File: src/design/mqtb_pkg.sv
package mqtb_pkg;

  // Fixed field widths
  localparam int TaskW   = 6;
  localparam int NumIds  = 64;
  localparam int CmdW    = 2;
  localparam int CpuW    = 3;
  localparam int StatusW = 3;
  localparam int UsedW   = 3;
  localparam int FillW   = 7;
  localparam int CfgW    = 4;

  // Command codes
  typedef enum logic [CmdW-1:0] {
    CMD_BAL   = 2'd0,
    CMD_LOCAL = 2'd1,
    CMD_DISP  = 2'd2,
    CMD_NONE  = 2'd3
  } mqtb_cmd_t;

  // Result status codes
  typedef enum logic [StatusW-1:0] {
    ST_ENQ    = 3'd0,
    ST_DISP   = 3'd1,
    ST_STOLEN = 3'd2,
    ST_IDLE   = 3'd3,
    ST_DUP    = 3'd4,
    ST_NOTGT  = 3'd5,
    ST_BADCPU = 3'd6
  } mqtb_status_t;

  // Control of the shared size comparator
  typedef struct packed {
    logic clear;
    logic step;
    logic find_max;
    logic skip;
  } mqtb_scan_ctl_t;

  // Write enables of the slot and membership memories
  typedef struct packed {
    logic slot_we;
    logic memb_we;
  } mqtb_mem_ctl_t;

endpackage

File: src/design/mqtb_scan.sv
module mqtb_scan import mqtb_pkg::*; #(
  parameter int MAX_CPUS  = 8,
  parameter int PID_COUNT = 64,
  localparam int QW = (MAX_CPUS > 1) ? $clog2(MAX_CPUS) : 1,
  localparam int CW = $clog2(PID_COUNT + 1)
) (
  input  logic           clk,
  input  logic           rst_n,
  input  mqtb_scan_ctl_t ctl,
  input  logic [QW-1:0]  idx,
  input  logic [CW-1:0]  size,
  output logic           found,
  output logic [QW-1:0]  sel
);

  localparam logic [CW-1:0] FullCnt = CW'(PID_COUNT);

  logic          found_r;
  logic [QW-1:0] sel_r;
  logic [CW-1:0] ext_r;
  logic          hit;

  // Compare one queue size against the running extreme
  always_comb begin
    if (ctl.find_max) begin
      hit = !ctl.skip && (size > ext_r);
    end else begin
      hit = (size < FullCnt) && (!found_r || (size < ext_r));
    end
  end

  // Track whether any queue qualified
  always_ff @(posedge clk) begin
    if (!rst_n) begin
      found_r <= 1'b0;
    end else if (ctl.clear) begin
      found_r <= 1'b0;
    end else if (ctl.step && hit) begin
      found_r <= 1'b1;
    end
  end

  // Hold the first queue of extreme size and that size
  always_ff @(posedge clk) begin
    if (ctl.clear) begin
      sel_r <= '0;
      ext_r <= '0;
    end else if (ctl.step && hit) begin
      sel_r <= idx;
      ext_r <= size;
    end
  end

  assign found = found_r;
  assign sel   = sel_r;

endmodule

File: src/design/mqtb_qregs.sv
module mqtb_qregs import mqtb_pkg::*; #(
  parameter int MAX_CPUS  = 8,
  parameter int PID_COUNT = 64,
  localparam int QW = (MAX_CPUS > 1) ? $clog2(MAX_CPUS) : 1,
  localparam int PW = $clog2(PID_COUNT),
  localparam int CW = $clog2(PID_COUNT + 1)
) (
  input  logic          clk,
  input  logic          rst_n,
  input  logic          we,
  input  logic [QW-1:0] q,
  input  logic [PW-1:0] head_wr,
  input  logic [CW-1:0] count_wr,
  output logic [PW-1:0] head_rd,
  output logic [CW-1:0] count_rd
);

  logic [PW-1:0] head_r  [MAX_CPUS];
  logic [CW-1:0] count_r [MAX_CPUS];

  // Update head and size of the addressed queue
  always_ff @(posedge clk) begin
    if (!rst_n) begin
      for (int i = 0; i < MAX_CPUS; i++) begin
        head_r[i]  <= '0;
        count_r[i] <= '0;
      end
    end else if (we) begin
      head_r[q]  <= head_wr;
      count_r[q] <= count_wr;
    end
  end

  // Single read port at the same queue
  assign head_rd  = head_r[q];
  assign count_rd = count_r[q];

endmodule

File: src/design/mqtb_mem.sv
module mqtb_mem import mqtb_pkg::*; #(
  parameter int MAX_CPUS  = 8,
  parameter int PID_COUNT = 64,
  localparam int SlotDepth = MAX_CPUS * PID_COUNT,
  localparam int AW = (SlotDepth > 1) ? $clog2(SlotDepth) : 1
) (
  input  logic                clk,
  input  logic                rst_n,
  input  mqtb_mem_ctl_t       ctl,
  input  logic [AW-1:0]       slot_addr,
  input  logic [TaskW-1:0]    slot_wdata,
  output logic [TaskW-1:0]    slot_rdata,
  input  logic [TaskW-1:0]    memb_addr,
  input  logic [MAX_CPUS-1:0] memb_wdata,
  output logic [MAX_CPUS-1:0] memb_rdata
);

  logic [TaskW-1:0]    slot_mem [SlotDepth];
  logic [TaskW-1:0]    slot_rdata_r;
  logic [MAX_CPUS-1:0] memb_mem [NumIds];
  logic [MAX_CPUS-1:0] memb_row_r;
  logic [NumIds-1:0]   memb_vld_r;
  logic                memb_hit_r;

  // Task slots of all run queues
  always_ff @(posedge clk) begin
    if (ctl.slot_we) begin
      slot_mem[slot_addr] <= slot_wdata;
    end
    slot_rdata_r <= slot_mem[slot_addr];
  end

  // Membership rows, one per task id
  always_ff @(posedge clk) begin
    if (ctl.memb_we) begin
      memb_mem[memb_addr] <= memb_wdata;
    end
    memb_row_r <= memb_mem[memb_addr];
    memb_hit_r <= memb_vld_r[memb_addr];
  end

  // Mark rows written since reset; others read as empty
  always_ff @(posedge clk) begin
    if (!rst_n) begin
      memb_vld_r <= '0;
    end else if (ctl.memb_we) begin
      memb_vld_r[memb_addr] <= 1'b1;
    end
  end

  assign slot_rdata = slot_rdata_r;
  assign memb_rdata = memb_hit_r ? memb_row_r : '0;

endmodule

File: src/design/multi_queue_task_balancer_core.sv
// Per-CPU run queues with balanced enqueue and work stealing. A command is
// taken when start is high and busy is low; its result is on the out ports,
// marked by out_valid, for exactly one cycle, the first cycle in which busy
// is low again, and must be taken then since the receiver cannot stall the
// block. Bad CPU, unused command and no-queue cases answer in the cycle after
// start with busy never high. The active_cpus queues (capped at MAX_CPUS)
// are in use. A balanced enqueue first scans for the least-filled queue
// with room; a dispatch pops the local head or, with that queue empty,
// scans for the largest other queue and moves its head here unless none is
// found or it is queue 0, else answers idle. The size scans go through one
// comparator a queue per cycle, and the slot and membership memories each
// have one registered port that every pop and push passes through.
module multi_queue_task_balancer_core import mqtb_pkg::*; #(
  parameter int MAX_CPUS  = 8,
  parameter int PID_COUNT = 64
) (
  input  logic               clk,
  input  logic               rst_n,
  input  logic               start,
  output logic               busy,
  input  logic [CmdW-1:0]    in_cmd,
  input  logic [TaskW-1:0]   in_task_id,
  input  logic [CpuW-1:0]    in_cpu_index,
  output logic               out_valid,
  output logic [StatusW-1:0] out_status,
  output logic [TaskW-1:0]   out_task_out,
  output logic [UsedW-1:0]   out_queue_used,
  output logic [FillW-1:0]   out_queue_fill,
  input  logic               cfg_we,
  input  logic [CfgW-1:0]    cfg_active_cpus
);

  localparam int QW        = (MAX_CPUS > 1) ? $clog2(MAX_CPUS) : 1;
  localparam int PW        = $clog2(PID_COUNT);
  localparam int CW        = $clog2(PID_COUNT + 1);
  localparam int SlotDepth = MAX_CPUS * PID_COUNT;
  localparam int AW        = (SlotDepth > 1) ? $clog2(SlotDepth) : 1;
  localparam int NW        = ($clog2(MAX_CPUS + 1) > CfgW) ? $clog2(MAX_CPUS + 1) : CfgW;

  localparam logic [AW-1:0] PidA     = AW'(PID_COUNT);
  localparam logic [CW-1:0] FullCnt  = CW'(PID_COUNT);
  localparam logic [CW:0]   WrapCnt  = (CW+1)'(PID_COUNT);
  localparam logic [PW-1:0] LastHead = PW'(PID_COUNT - 1);
  localparam logic [NW-1:0] MaxN     = NW'(MAX_CPUS);

  typedef enum logic [3:0] {
    S_IDLE,
    S_SCAN_MIN,
    S_BAL_END,
    S_ENQ_CHK,
    S_ENQ_MEM,
    S_DISP,
    S_SCAN_MAX,
    S_STEAL_END,
    S_POP_ISS,
    S_POP_RD,
    S_POP_WR,
    S_PUSH
  } state_t;

  state_t            state_r, state_nxt;
  logic [QW-1:0]     q_r, q_nxt;
  logic [QW-1:0]     cpu_r, cpu_nxt;
  logic [TaskW-1:0]  task_r, task_nxt;
  logic [TaskW-1:0]  got_r, got_nxt;
  logic              steal_r, steal_nxt;
  logic              out_valid_r, out_valid_nxt;
  mqtb_status_t      out_status_r, out_status_nxt;
  logic [TaskW-1:0]  out_task_r, out_task_nxt;
  logic [UsedW-1:0]  out_used_r, out_used_nxt;
  logic [FillW-1:0]  out_fill_r, out_fill_nxt;
  logic [CfgW-1:0]   cfg_active_r;

  logic [NW-1:0]       act_ext;
  logic [NW-1:0]       live_n;
  logic                last_idx;
  logic [PW-1:0]       head_rd;
  logic [CW-1:0]       count_rd;
  logic [CW:0]         tail_sum;
  logic [PW-1:0]       tail_pos;
  logic [PW-1:0]       head_inc;
  logic [PW-1:0]       slot_pos;
  logic [AW-1:0]       slot_addr;
  logic [TaskW-1:0]    slot_rdata;
  logic [TaskW-1:0]    memb_addr;
  logic [MAX_CPUS-1:0] memb_wdata;
  logic [MAX_CPUS-1:0] memb_rdata;
  logic [MAX_CPUS-1:0] q_bit;
  logic [MAX_CPUS-1:0] cpu_bit;
  logic                dup;
  logic                qr_we;
  logic [PW-1:0]       qr_head_wr;
  logic [CW-1:0]       qr_count_wr;
  mqtb_mem_ctl_t       mem_ctl;
  mqtb_scan_ctl_t      scan_ctl;
  logic                scan_found;
  logic [QW-1:0]       scan_sel;
  mqtb_cmd_t           cmd;

  // Hold the queue count register
  always_ff @(posedge clk) begin
    if (!rst_n) begin
      cfg_active_r <= CfgW'(1);
    end else if (cfg_we) begin
      cfg_active_r <= cfg_active_cpus;
    end
  end

  // Clamp the active queue count to the built queues
  assign act_ext  = NW'(cfg_active_r);
  assign live_n   = (act_ext > MaxN) ? MaxN : act_ext;
  assign last_idx = ((NW'(q_r) + NW'(1)) == live_n);
  assign cmd      = mqtb_cmd_t'(in_cmd);

  // Ring pointer arithmetic of the addressed queue
  assign tail_sum  = (CW+1)'(head_rd) + (CW+1)'(count_rd);
  assign tail_pos  = (tail_sum >= WrapCnt) ? PW'(tail_sum - WrapCnt) : PW'(tail_sum);
  assign head_inc  = (head_rd == LastHead) ? '0 : head_rd + PW'(1);
  assign slot_pos  = (state_r == S_POP_ISS) ? head_rd : tail_pos;
  assign slot_addr = AW'(q_r) * PidA + AW'(slot_pos);

  // Membership row access
  assign q_bit   = MAX_CPUS'(1) << q_r;
  assign cpu_bit = MAX_CPUS'(1) << cpu_r;
  assign dup     = memb_rdata[q_r];

  always_comb begin
    case (state_r)
      S_POP_RD: memb_addr = slot_rdata;
      S_POP_WR: memb_addr = got_r;
      default:  memb_addr = task_r;
    endcase
    if (state_r == S_POP_WR) begin
      memb_wdata = (memb_rdata & ~q_bit) | (steal_r ? cpu_bit : '0);
    end else begin
      memb_wdata = memb_rdata | q_bit;
    end
  end

  // Memory and queue register write controls
  always_comb begin
    mem_ctl.slot_we = ((state_r == S_ENQ_MEM) && !dup) || (state_r == S_PUSH);
    mem_ctl.memb_we = ((state_r == S_ENQ_MEM) && !dup) || (state_r == S_POP_WR);
    qr_we           = mem_ctl.slot_we || (state_r == S_POP_WR);
    if (state_r == S_POP_WR) begin
      qr_head_wr  = head_inc;
      qr_count_wr = count_rd - CW'(1);
    end else begin
      qr_head_wr  = head_rd;
      qr_count_wr = count_rd + CW'(1);
    end
  end

  // Shared comparator controls
  always_comb begin
    scan_ctl.clear    = ((state_r == S_IDLE) && start && (cmd == CMD_BAL)) ||
                        ((state_r == S_DISP) && (count_rd == '0));
    scan_ctl.step     = (state_r == S_SCAN_MIN) || (state_r == S_SCAN_MAX);
    scan_ctl.find_max = (state_r == S_SCAN_MAX);
    scan_ctl.skip     = (q_r == cpu_r);
  end

  // Sequencer
  always_comb begin
    state_nxt      = state_r;
    q_nxt          = q_r;
    cpu_nxt        = cpu_r;
    task_nxt       = task_r;
    got_nxt        = got_r;
    steal_nxt      = steal_r;
    out_valid_nxt  = 1'b0;
    out_status_nxt = out_status_r;
    out_task_nxt   = out_task_r;
    out_used_nxt   = out_used_r;
    out_fill_nxt   = out_fill_r;

    unique case (state_r)
      S_IDLE: begin
        if (start) begin
          task_nxt  = in_task_id;
          cpu_nxt   = QW'(in_cpu_index);
          steal_nxt = 1'b0;
          out_task_nxt = '0;
          out_used_nxt = '0;
          out_fill_nxt = '0;
          unique case (cmd)
            CMD_BAL: begin
              if (live_n == '0) begin
                out_valid_nxt  = 1'b1;
                out_status_nxt = ST_NOTGT;
              end else begin
                q_nxt     = '0;
                state_nxt = S_SCAN_MIN;
              end
            end
            CMD_NONE: begin
              out_valid_nxt  = 1'b1;
              out_status_nxt = ST_NOTGT;
            end
            CMD_LOCAL, CMD_DISP: begin
              if (NW'(in_cpu_index) >= live_n) begin
                out_valid_nxt  = 1'b1;
                out_status_nxt = ST_BADCPU;
              end else begin
                q_nxt     = QW'(in_cpu_index);
                state_nxt = (cmd == CMD_LOCAL) ? S_ENQ_CHK : S_DISP;
              end
            end
          endcase
        end
      end

      // Find the first least-filled queue with room
      S_SCAN_MIN: begin
        if (last_idx) begin
          state_nxt = S_BAL_END;
        end else begin
          q_nxt = q_r + QW'(1);
        end
      end

      S_BAL_END: begin
        if (!scan_found) begin
          out_valid_nxt  = 1'b1;
          out_status_nxt = ST_NOTGT;
          out_task_nxt   = '0;
          out_used_nxt   = '0;
          out_fill_nxt   = '0;
          state_nxt      = S_IDLE;
        end else begin
          q_nxt     = scan_sel;
          state_nxt = S_ENQ_CHK;
        end
      end

      // Reject a full queue, else fetch the membership row
      S_ENQ_CHK: begin
        if (count_rd == FullCnt) begin
          out_valid_nxt  = 1'b1;
          out_status_nxt = ST_NOTGT;
          out_task_nxt   = '0;
          out_used_nxt   = UsedW'(q_r);
          out_fill_nxt   = FillW'(count_rd);
          state_nxt      = S_IDLE;
        end else begin
          state_nxt = S_ENQ_MEM;
        end
      end

      // Append unless the task is already queued here
      S_ENQ_MEM: begin
        out_valid_nxt = 1'b1;
        out_used_nxt  = UsedW'(q_r);
        state_nxt     = S_IDLE;
        if (dup) begin
          out_status_nxt = ST_DUP;
          out_task_nxt   = '0;
          out_fill_nxt   = FillW'(count_rd);
        end else begin
          out_status_nxt = ST_ENQ;
          out_task_nxt   = task_r;
          out_fill_nxt   = FillW'(count_rd + CW'(1));
        end
      end

      // Pop locally, or look for a queue to rob
      S_DISP: begin
        if (count_rd != '0) begin
          state_nxt = S_POP_ISS;
        end else begin
          q_nxt     = '0;
          state_nxt = S_SCAN_MAX;
        end
      end

      // Find the first largest other queue
      S_SCAN_MAX: begin
        if (last_idx) begin
          state_nxt = S_STEAL_END;
        end else begin
          q_nxt = q_r + QW'(1);
        end
      end

      S_STEAL_END: begin
        if (!scan_found || (scan_sel == '0)) begin
          out_valid_nxt  = 1'b1;
          out_status_nxt = ST_IDLE;
          out_task_nxt   = '0;
          out_used_nxt   = UsedW'(cpu_r);
          out_fill_nxt   = '0;
          state_nxt      = S_IDLE;
        end else begin
          q_nxt     = scan_sel;
          steal_nxt = 1'b1;
          state_nxt = S_POP_ISS;
        end
      end

      // Read the head slot
      S_POP_ISS: begin
        state_nxt = S_POP_RD;
      end

      S_POP_RD: begin
        got_nxt   = slot_rdata;
        state_nxt = S_POP_WR;
      end

      // Retire the head; a steal goes on to the local push
      S_POP_WR: begin
        if (steal_r) begin
          q_nxt     = cpu_r;
          state_nxt = S_PUSH;
        end else begin
          out_valid_nxt  = 1'b1;
          out_status_nxt = ST_DISP;
          out_task_nxt   = got_r;
          out_used_nxt   = UsedW'(q_r);
          out_fill_nxt   = FillW'(count_rd - CW'(1));
          state_nxt      = S_IDLE;
        end
      end

      S_PUSH: begin
        out_valid_nxt  = 1'b1;
        out_status_nxt = ST_STOLEN;
        out_task_nxt   = got_r;
        out_used_nxt   = UsedW'(scan_sel);
        out_fill_nxt   = FillW'(count_rd + CW'(1));
        state_nxt      = S_IDLE;
      end

      default: begin
        state_nxt = S_IDLE;
      end
    endcase
  end

  // State and result registers
  always_ff @(posedge clk) begin
    if (!rst_n) begin
      state_r     <= S_IDLE;
      out_valid_r <= 1'b0;
      steal_r     <= 1'b0;
    end else begin
      state_r     <= state_nxt;
      out_valid_r <= out_valid_nxt;
      steal_r     <= steal_nxt;
    end
    q_r          <= q_nxt;
    cpu_r        <= cpu_nxt;
    task_r       <= task_nxt;
    got_r        <= got_nxt;
    out_status_r <= out_status_nxt;
    out_task_r   <= out_task_nxt;
    out_used_r   <= out_used_nxt;
    out_fill_r   <= out_fill_nxt;
  end

  mqtb_qregs #(
    .MAX_CPUS  (MAX_CPUS),
    .PID_COUNT (PID_COUNT)
  ) u_qregs (
    .clk      (clk),
    .rst_n    (rst_n),
    .we       (qr_we),
    .q        (q_r),
    .head_wr  (qr_head_wr),
    .count_wr (qr_count_wr),
    .head_rd  (head_rd),
    .count_rd (count_rd)
  );

  mqtb_scan #(
    .MAX_CPUS  (MAX_CPUS),
    .PID_COUNT (PID_COUNT)
  ) u_scan (
    .clk   (clk),
    .rst_n (rst_n),
    .ctl   (scan_ctl),
    .idx   (q_r),
    .size  (count_rd),
    .found (scan_found),
    .sel   (scan_sel)
  );

  mqtb_mem #(
    .MAX_CPUS  (MAX_CPUS),
    .PID_COUNT (PID_COUNT)
  ) u_mem (
    .clk        (clk),
    .rst_n      (rst_n),
    .ctl        (mem_ctl),
    .slot_addr  (slot_addr),
    .slot_wdata (got_r & {TaskW{state_r == S_PUSH}} | task_r & {TaskW{state_r != S_PUSH}}),
    .slot_rdata (slot_rdata),
    .memb_addr  (memb_addr),
    .memb_wdata (memb_wdata),
    .memb_rdata (memb_rdata)
  );

  assign busy           = (state_r != S_IDLE);
  assign out_valid      = out_valid_r;
  assign out_status     = out_status_r;
  assign out_task_out   = out_task_r;
  assign out_queue_used = out_used_r;
  assign out_queue_fill = out_fill_r;

endmodule
File: config.mk
export PLATFORM = sky130hd
export DESIGN_NAME = multi_queue_task_balancer_core
export DESIGN_NICKNAME = d
export VERILOG_FILES = /design/src/design/mqtb_pkg.sv /design/src/design/mqtb_scan.sv /design/src/design/mqtb_qregs.sv /design/src/design/mqtb_mem.sv /design/src/design/multi_queue_task_balancer_core.sv
export SDC_FILE = /design/constraint.sdc
export NUM_CORES = 2
export LEC_CHECK = 0
export BUFFER_PORTS_ARGS = -buffer_cell sky130_fd_sc_hd__buf_2
export CAP_MARGIN = 0
export CORE_ASPECT_RATIO = 0.8
export CORE_UTILIZATION = 25
export DETAILED_ROUTE_END_ITERATION = 16
export SKIP_CTS_REPAIR_TIMING = 1
export SLEW_MARGIN = 15
export SYNTH_ARGS = -nofsm -noshare
export SYNTH_HDL_FRONTEND = slang
export SYNTH_SLANG_ARGS = --single-unit
File: constraint.sdc
create_clock -name clk -period 17.6 [get_ports clk]
set_clock_uncertainty 0.15 [all_clocks]
set_input_delay 0 -clock clk [delete_from_list [all_inputs] [get_ports clk]]
set_output_delay 0 -clock clk [all_outputs]
set_load 0.03 [all_outputs]
==> impl_metrics.toml <==
[worst_setup_path]
worstPathRequired_ns = 18.23
rr_worst_depth = 17
cpMostUsedCell = "buf_12"
end_kind = "register"
r2r_end = "u_mem.slot_rdata[5]$_DFF_P_"
reg2reg_slack_ns = 8.81
critical_path_class = "reg -> reg"
path_cells = "buf_4 -> mux4_2 -> mux2_2 -> ha_1 -> nor2b_1 -> a31oi_4 -> buf_12 -> buf_12 -> buf_12 -> buf_12 -> mux2i_1 -> a221oi_1 -> a31oi_1 -> a22oi_1 -> a2111oi_2 -> o22ai_1 -> or4_1"
max_stage_delay_ns = 0.91
worstPathArrival_ns = 9.42
crit_path_start_kind = "register"
cp_slowest_cell = "a2111oi_2"
path_max_fanout = 177
cp_num_buf_inv = 5
crit_family = "buffers and inverters"

[synthesis]
synth_seq_cells = 3828
ys_async_sr_fraction_pct = 0
syn_inst = 10880
syn-mean-instance-area_um2 = 13.97
ys_types = 69
synth_area_um2 = 151900
ys.flop_type = "edfxtp_1"
seq_area_frac_synth_pct = 74.99
synth_edf_count = 3725
synthesis.nets = 10930
synth-warning-count = 0

[global_routing]
antenna_found_initial = 22
grt_pass1_vias = 88080
grtUsageTotal_pct = 13.10
grt_start_max_net_pins = 189
grt_overflow = 0
grt_first_pass_wirelength_um = 612500

[die]
chipWidth_um = 873.5
die_h_um = 699.2
rows = 255
io_pins = 40
die_area_um2 = 610800
coreArea_um2 = 604000
start_util_pct = 25.15

[routing]
postRouteAntennaNets = 0
via_per_inst = 4.930
dr.pass1.iters = 6
drtIter0Drc = 12650
num_vias = 94080
wl_per_cell_um = 22.11
post-route-drc-count = 0
wl_um = 422000

[placement]
dp_hpwl_um = 237100
io_buffers = 39
place.gp.congestion = 0.8272

[clock_tree]
max-clock-path-buffers = 4
numCtsBuffers = 357
htreeDepth = 5
cts_root_buffer = "clkbuf_16"
clock_sinks = 3828
cts.clk_slew.worst_paths_ns = 0.07
clk_latency_ns = 0.95
tritoncts = "built"

[sta]
rsz0062_at_grt = "false"
setup_viol = 0
post-route-period-util_pct = 49.94
period_minus_slack_ns = 8.790
slew_violations = 0
tightest_slew_ns = 1.268
fmax_mhz = 113.8
hold_viol_final = 0
fin_setup_tns_ns = 0
relSlewSlack_pct = 15.45

[final_layout]
drive_above_1_share_pct = 7.664
areaGrowthSynthToFinish_pct = 13.65
fin_nets = 10750

[outcome]
outcome = "finished, final reports clean"

[worst_hold_path]
min_path_type = "in -> reg"
worstHoldStart = "in_cmd[0]"
holdPathStages = 7
min_to = "out_valid$_SDFF_PN0_"

[flow_run]
drv_cap = 0
through the flow:
step | hold slack, ns | setup slack, ns | cells | cell area (µm²) | util [%]
3_5_place_dp | 0.03138 | 9.112 | 18400 | 161000 | 26.66
5_1_grt | 0.09565 | 8.454 | 19080 | 172600 | 28.58
3_3_place_gp | 0.03635 | 8.355 | 18400 | 161000 | 26.66
4_1_cts | -0.9842 | 9.071 | 19040 | 172200 | 28.51
2_1_floorplan | -0.05113 | 11.51 | 10880 | 151900 | -
6_report | 0.06680 | 8.810 | 19080 | 172600 | 28.59
worst max-delay path by stage:
stage,startpoint,to,slack (ns),cells after the start
floorplan,register,out_status[0]$_DFFE_PP_,11.51,11
global placement,register,u_mem.slot_rdata[3]$_DFF_P_,8.35,15
detailed placement,register,u_mem.slot_rdata[1]$_DFF_P_,9.11,17
CTS,register,u_mem.slot_rdata[1]$_DFF_P_,9.07,17
global route,register,u_mem.slot_rdata[1]$_DFF_P_,8.45,17
finish,register,u_mem.slot_rdata[5]$_DFF_P_,8.81,17
layer usage:
metal  vias to the layer above  share of wire (%)  global-route usage, %
met5                         -              0.013                      0
met1                     47800                 45                  20.10
met4                         8                2.1                  2.808
li1                      41080                  -                      -
met2                      4627                 42                  18.70
met3                       571                 10                  2.951
synthesized netlist by cell type, types with 103 or more instances:
cell type,number,area share [%]
nand3_1,407,1.3
a22oi_1,348,1.7
nor2_1,809,2.0
clkbuf_1,427,1.1
nand2_1,2104,5.2
buf_2,273,0.90
edfxtp_1,3725,74
mux2i_1,398,2.6
dfxtp_1,103,1.4
a31oi_1,441,1.8
a221oi_1,433,2.5
a21oi_1,807,2.7
cells in the final DEF (no fill, tap or decap), drive strengths merged, types with 167 or more instances in the layout:
| cell | instances |
|---|---|
| edfxtp | 3725 |
| a31oi | 441 |
| clkinv | 167 |
| buf | 226 |
| nand3 | 407 |
| a22oi | 348 |
| a221oi | 433 |
| clkbuf | 432 |
| a21oi | 808 |
| mux2i | 400 |
| nor2 | 809 |
| nand2 | 2104 |
layout make-up:
| type | instances | area (µm²) |
|---|---|---|
| well taps | 8095 | 10130 |
| inverters | 31 | 116.4 |
| multi-input cells | 6220 | 35050 |
| clock inverters | 210 | 1757 |
| repair buffers | 266 | 2262 |
| clock buffers | 432 | 9412 |
| flip-flops and latches | 3828 | 113900 |
| diodes | 1 | 2.502 |
| fillers | 60350 | 431300 |
logic make-up after synthesis:
family / share of synthesized area [%]
AO/OA/AOI/OAI: 10.15
XOR/XNOR: 0.1153
adder cells (fa/ha/maj): 0.2520
buffers and inverters: 2.388
flip-flops: 74.99
multiplexers: 3.129
AND/OR/NAND/NOR: 8.980
tightest hold or removal path, delay by kind of cell:
family                     cells  cell delay [ns]
buffers and inverters          2             0.65
adders and majority gates      1             0.14
AOI/OAI and AO/OA              2             0.24
and+or+nand+nor                2             0.10
sequential cells by signal (all words and copies together) (netlist names), named ones only:
signal and cells:
act_ext 4, cpu_r 3, got_r 6, out_queue_fill 7, out_queue_used 3, out_status 3
out_task_out 6, out_valid 1, q_r 3, state_r 4, steal_r 1, task_r 6
u_mem.memb_hit_r 1, u_mem.memb_mem 512, u_mem.memb_row_r 8, u_mem.memb_vld_r 64, u_mem.slot_mem 3072, u_mem.slot_rdata 6
u_qregs.count_r 56, u_qregs.head_r 48, u_scan.ext_r 7, u_scan.found 1, u_scan.sel 3
Power is left out: the tool's default activity adds up to more than one toggle a clock period on the data nets, which glitch-free logic cannot reach.
